**config.mk**
```make
export PLATFORM = sky130hd
export DESIGN_NAME = joystick_eight_way_direction_flat
export DESIGN_NICKNAME = d
export VERILOG_FILES = /design/src/hdl/jsd_pkg.sv /design/src/hdl/jsd_if.sv /design/src/hdl/jsd_classify.sv /design/src/hdl/joystick_eight_way_direction.sv /design/src/flat_wrapper.sv
export SDC_FILE = /design/constraint.sdc
export NUM_CORES = 1
export LEC_CHECK = 0
export ABC_AREA = 1
export ABC_CLOCK_PERIOD_IN_PS = 6500
export BUFFER_PORTS_ARGS = -buffer_cell sky130_fd_sc_hd__buf_2
export CAP_MARGIN = 20
export CELL_PAD_IN_SITES_DETAIL_PLACEMENT = 0
export CELL_PAD_IN_SITES_GLOBAL_PLACEMENT = 1
export CORE_MARGIN = 4
export CORE_UTILIZATION = 30
export DETAILED_ROUTE_END_ITERATION = 10
export HOLD_SLACK_MARGIN = 0.06
export PLACE_DENSITY_LB_ADDON = 0.1
export SYNTH_ARGS = -nofsm -noshare
export SYNTH_HDL_FRONTEND = slang
export SYNTH_SLANG_ARGS = --single-unit
```
**constraint.sdc**
```tcl
create_clock -name clk_i -period 6.5 [get_ports clk_i]
set_input_delay 0.325 -clock clk_i [delete_from_list [all_inputs] [get_ports clk_i]]
set_output_delay 0.325 -clock clk_i [all_outputs]
set_load 0.005 [all_outputs]
```
**src/hdl/jsd_pkg.sv**
```systemverilog
// Shared types and constants for the joystick eight-way direction decoder.
// No dependencies; every other file imports this package.
package jsd_pkg;

  // Field and datapath widths
  localparam int SampleW = 10;                  // axis sample and position width
  localparam int RegW    = 10;                  // configuration register width
  localparam int DiffW   = SampleW + 1;         // signed offset from the centre
  localparam int ProdW   = 2 * SampleW;         // one multiplier product
  localparam int DistW   = ProdW + 1;           // sum of two squares
  localparam int NumW    = 17;                  // |dy| * 100 fits here
  localparam int CntW    = $clog2(NumW);        // divider step counter
  localparam int ApbDataW = 32;
  localparam int ApbAddrW = 3;

  // Reset values of the registers and positions
  localparam logic [RegW-1:0] ResetCenter = RegW'(128);
  localparam logic [RegW-1:0] ResetRadius = RegW'(40);

  // Slope scale and thresholds
  localparam logic [SampleW-1:0] SlopeScale = SampleW'(100);
  localparam logic [NumW-1:0]    SlopeLow   = NumW'(25);
  localparam logic [NumW-1:0]    SlopeHigh  = NumW'(400);

  // Register indexes, taken from paddr[2]
  localparam logic RegCenter = 1'b0;
  localparam logic RegRadius = 1'b1;

  // Input commands
  typedef enum logic [1:0] {
    CMD_NONE = 2'd0,
    CMD_X    = 2'd1,
    CMD_Y    = 2'd2,
    CMD_SYNC = 2'd3
  } cmd_e;

  // Direction codes, centre is -1 in four bits
  typedef enum logic [3:0] {
    DIR_UP         = 4'd0,
    DIR_UP_LEFT    = 4'd1,
    DIR_LEFT       = 4'd2,
    DIR_DOWN_LEFT  = 4'd3,
    DIR_DOWN       = 4'd4,
    DIR_DOWN_RIGHT = 4'd5,
    DIR_RIGHT      = 4'd6,
    DIR_UP_RIGHT   = 4'd7,
    DIR_CENTRE     = 4'hF
  } dir_e;

  // Classifier sequencer states
  typedef enum logic [3:0] {
    ST_IDLE,
    ST_SQ_X,
    ST_SQ_Y,
    ST_SQ_R,
    ST_SCALE,
    ST_CHECK,
    ST_DIV,
    ST_DECIDE,
    ST_DONE
  } cls_state_e;

  // Request into the classifier
  typedef struct packed {
    logic             start;
    logic [DiffW-1:0] dx;       // two's complement, latched_x - centre
    logic [DiffW-1:0] dy;       // two's complement, centre - latched_y
    logic [RegW-1:0]  radius;
  } cls_req_t;

  // Status out of the classifier
  typedef struct packed {
    logic busy;
    logic done;
    dir_e dir;
  } cls_stat_t;

endpackage

```
**src/hdl/jsd_if.sv**
```systemverilog
// Handshake channels of the direction decoder: input events and result items.
// Depends on jsd_pkg for field widths.
interface jsd_in_if import jsd_pkg::*; ();
  logic               valid;
  logic               ready;
  logic [1:0]         cmd;
  logic [SampleW-1:0] sample_value;

  modport source (output valid, output cmd, output sample_value, input ready);
  modport sink (input valid, input cmd, input sample_value, output ready);
endinterface

interface jsd_out_if import jsd_pkg::*; ();
  logic               valid;
  logic               ready;
  logic [SampleW-1:0] pos_x;
  logic [SampleW-1:0] pos_y;
  logic signed [3:0]  direction;
  logic               updated;

  modport source (output valid, output pos_x, output pos_y, output direction,
                  output updated, input ready);
  modport sink (input valid, input pos_x, input pos_y, input direction,
                input updated, output ready);
endinterface

```
**src/hdl/jsd_classify.sv**
```systemverilog
// Sequenced direction classifier: one shared multiplier and a restoring divider.
// Depends on jsd_pkg for the request/status structs, states and direction codes.
module jsd_classify import jsd_pkg::*; (
  input  logic      clk_i,
  input  logic      rst_ni,
  input  cls_req_t  req_i,
  output cls_stat_t stat_o
);

  cls_state_e state_q, state_d;

  logic [SampleW-1:0] dxm_q, dym_q, r_q;
  logic               dxn_q, dyn_q;
  logic [ProdW-1:0]   prod_q;
  logic [DistW-1:0]   acc_q;
  logic [ProdW-1:0]   lim_q;
  logic [NumW-1:0]    num_q;
  logic [SampleW-1:0] rem_q;
  logic [CntW-1:0]    cnt_q;
  dir_e               dir_q;

  logic [SampleW-1:0] mul_a, mul_b;
  logic [ProdW-1:0]   mul_p;
  logic [DiffW-1:0]   dx_abs, dy_abs;
  logic               in_zone;
  logic               on_axis;
  logic [SampleW:0]   trial;
  logic [SampleW:0]   trial_diff;
  logic               trial_ge;

  // Decide by sign when one offset is zero
  function automatic dir_e axis_dir(logic [SampleW-1:0] xm, logic xn,
                                    logic [SampleW-1:0] ym, logic yn);
    dir_e d;
    if (xm != '0) begin
      d = xn ? DIR_LEFT : DIR_RIGHT;
    end else if (ym != '0) begin
      d = yn ? DIR_DOWN : DIR_UP;
    end else begin
      d = DIR_CENTRE;
    end
    return d;
  endfunction

  // Decide by slope magnitude and the signs of both offsets
  function automatic dir_e slope_dir(logic [NumW-1:0] q, logic xn, logic yn);
    dir_e lr;
    dir_e ud;
    dir_e d;
    lr = xn ? DIR_LEFT : DIR_RIGHT;
    ud = yn ? DIR_DOWN : DIR_UP;
    if (xn == yn) begin
      // slope is zero or positive
      if (q < SlopeLow) begin
        d = lr;
      end else if (q < SlopeHigh) begin
        d = xn ? DIR_DOWN_LEFT : DIR_UP_RIGHT;
      end else begin
        d = ud;
      end
    end else begin
      // slope is negative
      if (q <= SlopeLow) begin
        d = lr;
      end else if (q < SlopeHigh) begin
        d = xn ? DIR_UP_LEFT : DIR_DOWN_RIGHT;
      end else begin
        d = ud;
      end
    end
    return d;
  endfunction

  // Magnitudes of the incoming offsets
  assign dx_abs = req_i.dx[DiffW-1] ? (~req_i.dx + DiffW'(1)) : req_i.dx;
  assign dy_abs = req_i.dy[DiffW-1] ? (~req_i.dy + DiffW'(1)) : req_i.dy;

  // Shared multiplier
  assign mul_p = mul_a * mul_b;

  // Dead-zone and axis tests
  assign in_zone = acc_q < {1'b0, lim_q};
  assign on_axis = (dxm_q == '0) || (dym_q == '0);

  // One restoring divider step
  assign trial      = {rem_q, num_q[NumW-1]};
  assign trial_ge   = trial >= {1'b0, dxm_q};
  assign trial_diff = trial - {1'b0, dxm_q};

  // Sequencer state register
  always_ff @(posedge clk_i or negedge rst_ni) begin
    if (!rst_ni) begin
      state_q <= ST_IDLE;
    end else begin
      state_q <= state_d;
    end
  end

  // Next state and multiplier operand selection
  always_comb begin
    state_d = state_q;
    mul_a   = '0;
    mul_b   = '0;
    case (state_q)
      ST_IDLE: begin
        if (req_i.start) state_d = ST_SQ_X;
      end
      ST_SQ_X: begin
        mul_a   = dxm_q;
        mul_b   = dxm_q;
        state_d = ST_SQ_Y;
      end
      ST_SQ_Y: begin
        mul_a   = dym_q;
        mul_b   = dym_q;
        state_d = ST_SQ_R;
      end
      ST_SQ_R: begin
        mul_a   = r_q;
        mul_b   = r_q;
        state_d = ST_SCALE;
      end
      ST_SCALE: begin
        mul_a   = dym_q;
        mul_b   = SlopeScale;
        state_d = ST_CHECK;
      end
      ST_CHECK: begin
        state_d = (in_zone || on_axis) ? ST_DONE : ST_DIV;
      end
      ST_DIV: begin
        if (cnt_q == CntW'(NumW - 1)) state_d = ST_DECIDE;
      end
      ST_DECIDE: begin
        state_d = ST_DONE;
      end
      ST_DONE: begin
        state_d = ST_IDLE;
      end
      default: begin
        state_d = ST_IDLE;
      end
    endcase
  end

  // Datapath: capture operands, accumulate squares, divide, decode
  always_ff @(posedge clk_i) begin
    case (state_q)
      ST_IDLE: begin
        if (req_i.start) begin
          dxm_q <= dx_abs[SampleW-1:0];
          dxn_q <= req_i.dx[DiffW-1];
          dym_q <= dy_abs[SampleW-1:0];
          dyn_q <= req_i.dy[DiffW-1];
          r_q   <= req_i.radius;
        end
      end
      ST_SQ_X: begin
        prod_q <= mul_p;
      end
      ST_SQ_Y: begin
        acc_q  <= DistW'(prod_q);
        prod_q <= mul_p;
      end
      ST_SQ_R: begin
        acc_q  <= acc_q + DistW'(prod_q);
        prod_q <= mul_p;
      end
      ST_SCALE: begin
        lim_q  <= prod_q;
        prod_q <= mul_p;
      end
      ST_CHECK: begin
        num_q <= prod_q[NumW-1:0];
        rem_q <= '0;
        cnt_q <= '0;
        dir_q <= in_zone ? DIR_CENTRE : axis_dir(dxm_q, dxn_q, dym_q, dyn_q);
      end
      ST_DIV: begin
        rem_q <= trial_ge ? trial_diff[SampleW-1:0] : trial[SampleW-1:0];
        num_q <= {num_q[NumW-2:0], trial_ge};
        cnt_q <= cnt_q + CntW'(1);
      end
      ST_DECIDE: begin
        dir_q <= slope_dir(num_q, dxn_q, dyn_q);
      end
      default: begin
      end
    endcase
  end

  assign stat_o.busy = (state_q != ST_IDLE);
  assign stat_o.done = (state_q == ST_DONE);
  assign stat_o.dir  = dir_q;

endmodule

```
**src/hdl/joystick_eight_way_direction.sv**
```systemverilog
// Top level of the joystick eight-way direction decoder: APB registers,
// sample capture, result register. Depends on jsd_pkg, jsd_if and jsd_classify.
//
// X and Y samples (cmd 1, 2) are stored as pending and ignored events (cmd 0)
// change nothing; both give a result item in the cycle after acceptance. A sync
// (cmd 3) latches the pending pair and classifies it into eight directions or
// centre. With a slope to divide out, the result follows four passes through
// the shared 10x10 multiplier, a dead-zone compare, 17 restoring divider
// steps, a decode, a hand-off and the result register; when the position
// lies in the dead zone or on an axis, the divider steps and decode are skipped.
// Input is taken only while no sync is in progress and the result register is
// free or being read.
// Registers: center_pos at byte address 0, dead_zone_radius at 4 (10 bits).
module joystick_eight_way_direction import jsd_pkg::*; #(
  parameter int unsigned AXIS_BITS = 10
) (
  input  logic                clk_i,
  input  logic                rst_ni,
  input  logic                psel,
  input  logic                penable,
  input  logic                pwrite,
  input  logic [ApbAddrW-1:0] paddr,
  input  logic [ApbDataW-1:0] pwdata,
  output logic [ApbDataW-1:0] prdata,
  output logic                pready,
  jsd_in_if.sink              in_i,
  jsd_out_if.source           out_o
);

  localparam logic [SampleW-1:0] AxisMax =
    (AXIS_BITS >= SampleW) ? {SampleW{1'b1}} : SampleW'((1 << AXIS_BITS) - 1);

  logic [RegW-1:0]    center_q, radius_q;
  logic [SampleW-1:0] pend_x_q, pend_y_q, lat_x_q, lat_y_q;
  dir_e               cur_dir_q;
  logic               out_valid_q, out_upd_q;

  logic               cfg_wr;
  logic               in_acc;
  logic               is_sync;
  logic [SampleW-1:0] sample_sat;
  logic               load_out;
  cls_req_t           cls_req;
  cls_stat_t          cls_stat;

  // APB: always ready, write on the access phase
  assign pready = 1'b1;
  assign cfg_wr = psel && penable && pwrite && pready;

  always_comb begin
    case (paddr[2])
      RegCenter: prdata = ApbDataW'(center_q);
      RegRadius: prdata = ApbDataW'(radius_q);
      default:   prdata = '0;
    endcase
  end

  always_ff @(posedge clk_i or negedge rst_ni) begin
    if (!rst_ni) begin
      center_q <= ResetCenter;
      radius_q <= ResetRadius;
    end else if (cfg_wr) begin
      if (paddr[2] == RegCenter) center_q <= pwdata[RegW-1:0];
      if (paddr[2] == RegRadius) radius_q <= pwdata[RegW-1:0];
    end
  end

  // Accept an item when no sync is running and the result slot frees up
  assign in_i.ready = !cls_stat.busy && (!out_valid_q || out_o.ready);
  assign in_acc     = in_i.valid && in_i.ready;
  assign is_sync    = (in_i.cmd == CMD_SYNC);
  assign sample_sat = (in_i.sample_value > AxisMax) ? AxisMax : in_i.sample_value;

  // Hold pending samples, latch them on sync
  always_ff @(posedge clk_i or negedge rst_ni) begin
    if (!rst_ni) begin
      pend_x_q <= SampleW'(ResetCenter);
      pend_y_q <= SampleW'(ResetCenter);
      lat_x_q  <= SampleW'(ResetCenter);
      lat_y_q  <= SampleW'(ResetCenter);
    end else if (in_acc) begin
      case (in_i.cmd)
        CMD_X:    pend_x_q <= sample_sat;
        CMD_Y:    pend_y_q <= sample_sat;
        CMD_SYNC: begin
          lat_x_q <= pend_x_q;
          lat_y_q <= pend_y_q;
        end
        default: begin
        end
      endcase
    end
  end

  // Offsets from the centre, Y inverted so up is positive
  assign cls_req.start  = in_acc && is_sync;
  assign cls_req.dx     = DiffW'({1'b0, pend_x_q}) - DiffW'({1'b0, center_q});
  assign cls_req.dy     = DiffW'({1'b0, center_q}) - DiffW'({1'b0, pend_y_q});
  assign cls_req.radius = radius_q;

  jsd_classify u_classify (
    .clk_i  (clk_i),
    .rst_ni (rst_ni),
    .req_i  (cls_req),
    .stat_o (cls_stat)
  );

  // Result register: load on a plain item or when classification finishes
  assign load_out = (in_acc && !is_sync) || cls_stat.done;

  always_ff @(posedge clk_i or negedge rst_ni) begin
    if (!rst_ni) begin
      cur_dir_q   <= DIR_CENTRE;
      out_valid_q <= 1'b0;
      out_upd_q   <= 1'b0;
    end else begin
      if (cls_stat.done) cur_dir_q <= cls_stat.dir;
      if (load_out) begin
        out_valid_q <= 1'b1;
        out_upd_q   <= cls_stat.done;
      end else if (out_o.ready) begin
        out_valid_q <= 1'b0;
      end
    end
  end

  assign out_o.valid     = out_valid_q;
  assign out_o.pos_x     = lat_x_q;
  assign out_o.pos_y     = lat_y_q;
  assign out_o.direction = $signed(cur_dir_q);
  assign out_o.updated   = out_upd_q;

`ifndef NO_ASSERTIONS
  // A sync starts the classifier
  a_sync_starts: assert property (@(posedge clk_i) disable iff (!rst_ni)
    (in_acc && is_sync) |=> cls_stat.busy)
    else $error("sync item did not start classification");

  // A finished classification never overwrites a pending result
  a_done_slot_free: assert property (@(posedge clk_i) disable iff (!rst_ni)
    cls_stat.done |-> !out_valid_q)
    else $error("classification finished while result slot occupied");

  // A plain item yields a result without the updated flag
  a_plain_result: assert property (@(posedge clk_i) disable iff (!rst_ni)
    (in_acc && !is_sync) |=> (out_valid_q && !out_upd_q))
    else $error("plain item result missing or flagged updated");

  // A finished classification shows up as an updated result with its direction
  a_done_result: assert property (@(posedge clk_i) disable iff (!rst_ni)
    cls_stat.done |=> (out_valid_q && out_upd_q && cur_dir_q == $past(cls_stat.dir)))
    else $error("classification result not presented");
`endif

endmodule
```
**src/flat_wrapper.sv**
```systemverilog
// flat-port wrapper written by rule: the top's interface ports become plain ports
module joystick_eight_way_direction_flat import jsd_pkg::*;
#(
  parameter int unsigned AXIS_BITS = 10
)
  (clk_i, rst_ni, psel, penable, pwrite, paddr, pwdata, prdata, pready, in_i_valid, in_i_cmd, in_i_sample_value, in_i_ready, out_o_valid, out_o_pos_x, out_o_pos_y, out_o_direction, out_o_updated, out_o_ready);
  jsd_in_if in_i_i ();
  jsd_out_if out_o_i ();
  input  logic clk_i;
  input  logic rst_ni;
  input  logic psel;
  input  logic penable;
  input  logic pwrite;
  input  logic [ApbAddrW-1:0] paddr;
  input  logic [ApbDataW-1:0] pwdata;
  output logic [ApbDataW-1:0] prdata;
  output logic pready;
  input wire logic [$bits(in_i_i.valid)-1:0] in_i_valid;
  input wire logic [$bits(in_i_i.cmd)-1:0] in_i_cmd;
  input wire logic [$bits(in_i_i.sample_value)-1:0] in_i_sample_value;
  output wire logic [$bits(in_i_i.ready)-1:0] in_i_ready;
  output wire logic [$bits(out_o_i.valid)-1:0] out_o_valid;
  output wire logic [$bits(out_o_i.pos_x)-1:0] out_o_pos_x;
  output wire logic [$bits(out_o_i.pos_y)-1:0] out_o_pos_y;
  output wire logic [$bits(out_o_i.direction)-1:0] out_o_direction;
  output wire logic [$bits(out_o_i.updated)-1:0] out_o_updated;
  input wire logic [$bits(out_o_i.ready)-1:0] out_o_ready;
  assign in_i_i.valid = in_i_valid;
  assign in_i_i.cmd = in_i_cmd;
  assign in_i_i.sample_value = in_i_sample_value;
  assign in_i_ready = in_i_i.ready;
  assign out_o_valid = out_o_i.valid;
  assign out_o_pos_x = out_o_i.pos_x;
  assign out_o_pos_y = out_o_i.pos_y;
  assign out_o_direction = out_o_i.direction;
  assign out_o_updated = out_o_i.updated;
  assign out_o_i.ready = out_o_ready;
  joystick_eight_way_direction #(.AXIS_BITS(AXIS_BITS)) u_core (.clk_i(clk_i), .rst_ni(rst_ni), .psel(psel), .penable(penable), .pwrite(pwrite), .paddr(paddr), .pwdata(pwdata), .prdata(prdata), .pready(pready), .in_i(in_i_i), .out_o(out_o_i));
endmodule
```
==> results of run 1 <==
[layout by cell type, fill, tap and decap left out, drive strengths merged, types with 18 or more instances in the layout]
cell and instances:
nand2 507, xor2 18, buf 75, conb 23, o21ai 140, nand4 23, nand3 87, dfrtp 59
xnor2 20, inv 348, fa 66, edfxtp 129, nor2 129, a21oi 71, ha 128
[logic make-up (layout without fill, tap and decap cells)]
kind of cell / count (synthesis) / in the layout / share of synthesized area
compound gates: 247 / 247 / 0.0907
xor+xnor: 38 / 38 / 0.0220
fa+ha+maj: 194 / 194 / 0.193
buf+inv: 389 / 458 / 0.105
flops: 199 / 199 / 0.373
other cells: 2 / 23 / 0.000497
simple gates: 781 / 781 / 0.215
[routing by layer]
layer | GRT usage | share of wire
met3 | 0.0269 | 0.021
met1 | 0.214 | 0.50
met5 | 0 | 0
met4 | 0.0413 | 0.018
met2 | 0.255 | 0.46
[final cells by class]
type                    instances  area, um^2  share of cell area
multi-input cells            1283        7970               0.472
flip-flops and latches        199        5640               0.334
inverters                     338        1270              0.0753
well taps                     664         831              0.0492
repair buffers                 88         534              0.0317
clock buffers                  17         425              0.0252
clock inverters                15         211              0.0125
[cell usage after synthesis (2+ instances only)]
cell,count
o31ai_1,2
nor2_2,5
or2_1,3
xnor2_1,20
a31oi_1,4
fa_1,66
nand2_1,503
nor3_2,3
clkbuf_2,2
dfstp_2,11
dfrtp_1,59
a21oi_4,2
or2_2,2
a21o_1,7
a21oi_2,3
a21oi_1,66
buf_4,25
clkbuf_1,13
o21bai_1,6
nand3b_1,8
o21ai_1,24
nand2_2,4
inv_2,12
nor4_1,3
conb_1,2
nand3_1,85
nor2_1,122
a211oi_1,2
edfxtp_1,129
nor2_4,2
ha_1,128
buf_6,3
o211ai_1,4
o21a_1,5
xor2_1,18
inv_1,325
o21ai_0,115
nand3_2,2
nand4_1,23
nor3_1,13
buf_2,7
o211ai_2,2
[through the flow]
stage | utilization | cell area [um^2] | hold WS [ns] | std cells
4_1_cts | 0.342 | 16900 | 0.0660 | 2603
2_1_floorplan | - | 15200 | 0.0294 | 1871
3_5_place_dp | 0.326 | 16100 | 0.453 | 2558
3_3_place_gp | 0.326 | 16100 | 0.447 | 2558
5_1_grt | 0.342 | 16900 | 0.0915 | 2604
6_report | 0.342 | 16900 | 0.112 | 2604
[where the power goes]
part           internal (mW)  leakage [nW]  switching, mW  total [mW]
Sequential              2.12          2.06          0.352        2.47
Combinational           2.22          6.33           4.04        6.26
Clock                  0.541         0.308          0.612        1.15
Total                   4.88          8.70           5.00        9.88
[registers in the layout, indices dropped and copies added, names as in the netlist, 5 cells and up]
signal and cells:
u_core.pend_y_q 10, u_core.u_classify.cnt_q 5, u_core.pend_x_q 10, u_core.u_classify.lim_q 20, u_core.out_o.pos_x 10, u_core.radius_q 10
u_core.center_q 10, u_core.u_classify.num_q 17, u_core.u_classify.acc_q 21, u_core.u_classify.r_q 10, u_core.out_o.pos_y 10, u_core.u_classify.dxm_q 10
u_core.u_classify.dym_q 10, u_core.u_classify.prod_q 20, u_core.u_classify.rem_q 10
[critical path: stages, from the launching register on]
cell and delay [ns]:
dfrtp_1 0.43, nor2_2 0.19, inv_2 0.11, nor2_4 0.22
nand2_1 0.07, o21ai_1 0.20, a21oi_1 0.18, inv_2 0.19
nand2_1 0.10, fa_1 0.49, fa_1 0.54, inv_1 0.05
fa_1 0.50, fa_1 0.54, inv_1 0.05, fa_1 0.53
inv_1 0.04, ha_1 0.34, a21oi_1 0.23, o21a_1 0.18
inv_1 0.05, nand2_1 0.05, nand3b_1 0.11, nand2_1 0.08
nand2_1 0.05, xor2_1 0.14
[worst paths after layout]
kind / startpoint / endpoint / slack, ns / depth (start not counted)
setup reg to reg: u_core.u_classify.state_q[3]$_DFFE_PN0P_ / u_core.u_classify.prod_q[18]$_DFFE_PN_ / 0.57 / 25
hold reg to reg: u_core.u_classify.dir_q[1]$_DFFE_PP_ / u_core.out_o.direction[1]$_DFFE_PN1P_ / 0.47 / 2
setup / recovery: u_core.u_classify.state_q[3]$_DFFE_PN0P_ / u_core.u_classify.prod_q[18]$_DFFE_PN_ / 0.57 / 25
min in group asynchronous: rst_ni / u_core.out_o.pos_y[4]$_DFFE_PN0P_ / 0.52 / 2
hold / removal: pwdata[7] / u_core.center_q[7]$_DFFE_PN1P_ / 0.11 / 3
max in group asynchronous: rst_ni / u_core.center_q[2]$_DFFE_PN0P_ / 5.37 / 2
[repair_timing]
action	in CTS	in global routing
hold buffers	13	0
endpoints found under the hold margin	78	0
setup buffers	0	0
==> results.py, run 1 <==
metrics = {
    "global_routing": {
        "grt_max_degree": 71,
        "grt_pass1_wl_mm": 65.3,
        "antenna_found_initial": 0,
        "grtUsageTotal": 0.156,
        "grt_pass1_vias": 11961,
        "grt-ovfl-total": 0,
    },
    "setup_path": {
        "critPathCaptureType": "register",
        "cp_max_fo": 11,
        "startpoint_type": "register",
        "crit_required_ns": 6.73,
        "critPathArrivalTime_ns": 6.16,
        "criticalPathCategory": "register to register",
    },
    "clock_network": {
        "cts_sinks": 199,
        "cts_root_buffer": "clkbuf_16",
        "clock_latency_ns": 0.49,
        "clkTransAtPathRegs_ns": 0.09,
        "cts_buffers": 17,
        "clockBufferDepth": 2,
        "h-tree-depth": 4,
        "cts_resized": 0,
        "cts_tree": "yes",
    },
    "floorplan": {
        "die-area_um2": 54000,
        "num_rows": 81,
        "core-area_um2": 49400,
        "die_h_um": 232,
        "io_pins": 114,
        "die_x_um": 232,
        "start_util": 0.306,
    },
    "power": {
        "peakVddDrop_uv": 250,
        "finalPower_mw": 9.88,
        "leakage_nw": 8.70,
        "power-per-cell-area_nw_per_um2": 585,
    },
    "synthesis": {
        "synth_area_leader_cell": "edfxtp_1",
        "synth-edff-count": 129,
        "ys.flop_type": "edfxtp_1",
        "synth_cells": 1850,
        "async_reset_ff_frac": 0.352,
        "ys_top_cells_by_area": "edfxtp_1 (26%), nand2_1 (12%), ha_1 (11%), dfrtp_1 (9.8%), fa_1 (8.7%)",
        "synth_top_area_frac": 0.256,
        "synth.distinct_cells": 52,
        "ys_seq_elements": 199,
        "yosysSeqAreaShare": 0.373,
        "syn_avg_cell_area_um2": 8.17,
        "syn-cell-area_um2": 15100,
        "synth-warning-count": 0,
    },
    "timing": {
        "rsz0062_at_grt": "no",
        "relSlewSlack": 0.323,
        "drv_slew": 0,
        "setup_slack_ns": 0.569,
        "setup_tns_ns": 0,
        "fmax_mhz": 169,
        "finalSetupViolCount": 0,
        "timing.final.crit_period_ns": 5.93,
        "skew_ns": 0.0177,
        "tightest_slew_ns": 1.01,
        "period_share": 0.912,
        "finalHoldViolCount": 0,
    },
    "routing": {
        "drt-vias-per-instance": 4.50,
        "drt_wl_total_mm": 40.3,
        "drt_iter0_drc": 568,
        "drc": 0,
        "vias": 11725,
        "ant_nets": 0,
        "avgRoutedWirePerCell_um": 15.5,
        "firstDrtPassIters": 6,
    },
    "flow_run": {
        "maxCapViolCount": 0,
    },
    "place": {
        "gp_congestion": 0.837,
        "dp_hpwl_mm": 32.9,
        "portBuffers": 66,
        "dp_slack_ns": 0.553,
    },
    "finish": {
        "antenna-diode-count": 0,
        "drive_above_1_share": 0.0825,
        "synthToLayoutAreaGrowth_pct": 11.7,
        "fill_cells": 5331,
        "final_nets": 2175,
    },
    "min_path": {
        "hp-class": "input pin to register",
    },
    "run_status": {
        "status": "completed",
    },
}
Power figures use the tool's default switching activity.
==> run 2, diff against run 1 <==
--- a/config.mk
+++ b/config.mk
@@ -13,9 +13,11 @@
 export CELL_PAD_IN_SITES_GLOBAL_PLACEMENT = 1
 export CORE_MARGIN = 4
 export CORE_UTILIZATION = 30
+export CTS_BUF_LIST = sky130_fd_sc_hd__clkbuf_16
 export DETAILED_ROUTE_END_ITERATION = 10
 export HOLD_SLACK_MARGIN = 0.06
 export PLACE_DENSITY_LB_ADDON = 0.1
+export SETUP_SLACK_MARGIN = 0.15
 export SYNTH_ARGS = -nofsm -noshare
 export SYNTH_HDL_FRONTEND = slang
 export SYNTH_SLANG_ARGS = --single-unit
==> run 2 against run 1 <==
Against the previous run: sequential share of layout area is essentially flat; fmax is essentially flat; final cell count unchanged; critical endpoint unchanged; hold slack improved by 0.00060 ns; cell area about the same; clock-buffer cell count unchanged; combinational power barely moved; power about the same; clock skew is essentially flat; first-iteration DRC count grew 3.2%; sequential cell count is the same; die area unchanged.
==> results.py, run 2 (synthesis results as in run 1) <==
metrics = {
    "routing": {
        "drt_iter0_drc": 586,
        "ant_nets": 0,
        "drc": 0,
        "drt_wl_total_mm": 40.3,
        "firstDrtPassIters": 5,
        "vias": 11746,
        "avgRoutedWirePerCell_um": 15.5,
        "drt-vias-per-instance": 4.51,
    },
    "clock_network": {
        "cts_sinks": 199,
        "cts_tree": "yes",
        "post_cts_buffers": 0,
        "cts_root_buffer": "clkbuf_16",
        "clock_latency_ns": 0.49,
        "cts_buffers": 17,
        "clockBufferDepth": 2,
        "h-tree-depth": 4,
        "clkTransAtPathRegs_ns": 0.09,
    },
    "setup_path": {
        "startpoint_type": "register",
        "cp_max_fo": 11,
        "r2r_slack_ns": 0.57,
        "critPathArrivalTime_ns": 6.17,
        "criticalPathCategory": "register to register",
        "crit_required_ns": 6.73,
        "critPathCaptureType": "register",
    },
    "place": {
        "gp_congestion": 0.837,
        "dp_slack_ns": 0.553,
        "portBuffers": 66,
        "placed_area_um2": 16100,
        "dp_hpwl_mm": 32.9,
    },
    "timing": {
        "setup_slack_ns": 0.567,
        "rsz0062_at_grt": "no",
        "finalSetupViolCount": 0,
        "period_share": 0.913,
        "fmax_mhz": 169,
        "finalHoldViolCount": 0,
        "skew_ns": 0.0178,
        "drv_slew": 0,
        "tightest_slew_ns": 1.02,
        "setup_tns_ns": 0,
        "relSlewSlack": 0.322,
        "timing.final.crit_period_ns": 5.93,
    },
    "global_routing": {
        "grt_pass1_wl_mm": 65.3,
        "grtUsageTotal": 0.156,
        "grt-ovfl-total": 0,
        "grt_pass1_vias": 11961,
        "antenna_found_initial": 0,
        "grt_max_degree": 71,
    },
    "power": {
        "pwr-share-clk": 0.117,
        "switching_share": 0.506,
        "finalPower_mw": 9.88,
        "power_frac_seq": 0.250,
        "power-per-cell-area_nw_per_um2": 585,
        "p_int_mw": 4.88,
        "peakVddDrop_uv": 250,
        "leakage_nw": 8.70,
        "p_comb_frac": 0.634,
        "power_switching_mw": 5.00,
    },
    "finish": {
        "fin_area_um2": 16900,
        "multiInputGateArea_um2": 7970,
        "synthToLayoutAreaGrowth_pct": 11.7,
        "area.sequential_um2": 5640,
        "layout_commonest_cell": "nand2_1",
        "final_nets": 2175,
        "final_cell_mix": "nand2_1 (503), inv_1 (325), edfxtp_1 (129)",
        "post-route-util": 0.342,
        "antenna-diode-count": 0,
        "largest_reg_flops": 21,
        "drive_above_1_share": 0.0830,
        "top_register": "u_core.u_classify.acc_q",
        "largest_registers": "u_core.u_classify.acc_q: 21 flops, u_core.u_classify.lim_q: 20 flops, u_core.u_classify.prod_q: 20 flops",
        "fill_cells": 5332,
    },
    "floorplan": {
        "die-area_um2": 54000,
        "core-area_um2": 49400,
        "die_x_um": 232,
        "start_util": 0.306,
        "io_pins": 114,
        "num_rows": 81,
        "die_h_um": 232,
    },
    "min_path": {
        "hp-class": "input pin to register",
    },
    "flow_run": {
        "maxCapViolCount": 0,
    },
    "run_status": {
        "status": "completed",
    },
}
## run 2: cell types whose count changed in the layout (fill, tap and decap cells not counted)
cell	change
a221oi_1	-1
a221oi_2	+1
## run 2: final timing paths
kind,startpoint,endpoint,depth (start not counted)
max,u_core.u_classify.state_q[3]$_DFFE_PN0P_,u_core.u_classify.prod_q[18]$_DFFE_PN_,25
max in group asynchronous,rst_ni,u_core.center_q[2]$_DFFE_PN0P_,2
min,pwdata[7],u_core.center_q[7]$_DFFE_PN1P_,3
min reg2reg,u_core.u_classify.dir_q[1]$_DFFE_PP_,u_core.out_o.direction[1]$_DFFE_PN1P_,2
min in group asynchronous,rst_ni,u_core.out_o.pos_y[4]$_DFFE_PN0P_,2
max reg2reg,u_core.u_classify.state_q[3]$_DFFE_PN0P_,u_core.u_classify.prod_q[18]$_DFFE_PN_,25
## run 2: layout make-up
cell class	count	area share
sequential	199	0.334
clock buffer	17	0.0252
clock inverter	15	0.0125
multi-input combinational	1283	0.472
inverter	338	0.0753
timing repair buffer	88	0.0316
tap	664	0.0492
## run 2: per-layer routing
metal | track usage | up-vias | share of wire
met5 | 0 | - | 0
met4 | 0.0413 | 0 | 0.018
met3 | 0.0269 | 31 | 0.021
met2 | 0.255 | 117 | 0.46
met1 | 0.214 | 5552 | 0.50
li1 | - | 6046 | -
## run 2: per-stage QoR
stage | hold slack (ns) | instances
final | 0.113 | 2604
after global routing | 0.0915 | 2604
after CTS | 0.0660 | 2603
after detailed placement | 0.453 | 2558
after global placement | 0.447 | 2558
after floorplan | 0.0294 | 1871
## run 2: power groups by stage
stage                     combinational (mW)  sequential [mW]  clock [mW]
after floorplan                         4.75             2.34           0
after global placement                  6.33             2.50           0
after detailed placement                6.33             2.50           0
after CTS                               6.41             2.48        1.20
after global routing                    7.38             2.52        1.25
final                                   6.26             2.47        1.15
## run 2: repair_timing
item                                   4_1_cts  5_1_grt
resized for setup                            0        1
hold buffers                                13        0
endpoints found under the hold margin       78        0
setup endpoints to repair                    0        1
## run 2: critical path: stages (launching register included)
cell and delay [ns]:
dfrtp_1 0.43, nor2_2 0.19, inv_2 0.11, nor2_4 0.22, nand2_1 0.07, o21ai_1 0.20, a21oi_1 0.18, inv_2 0.20
nand2_1 0.10, fa_1 0.49, fa_1 0.54, inv_1 0.05, fa_1 0.50, fa_1 0.54, inv_1 0.05, fa_1 0.53
inv_1 0.04, ha_1 0.34, a21oi_1 0.23, o21a_1 0.18, inv_1 0.05, nand2_1 0.05, nand3b_1 0.11, nand2_1 0.08
nand2_1 0.05, xor2_1 0.14
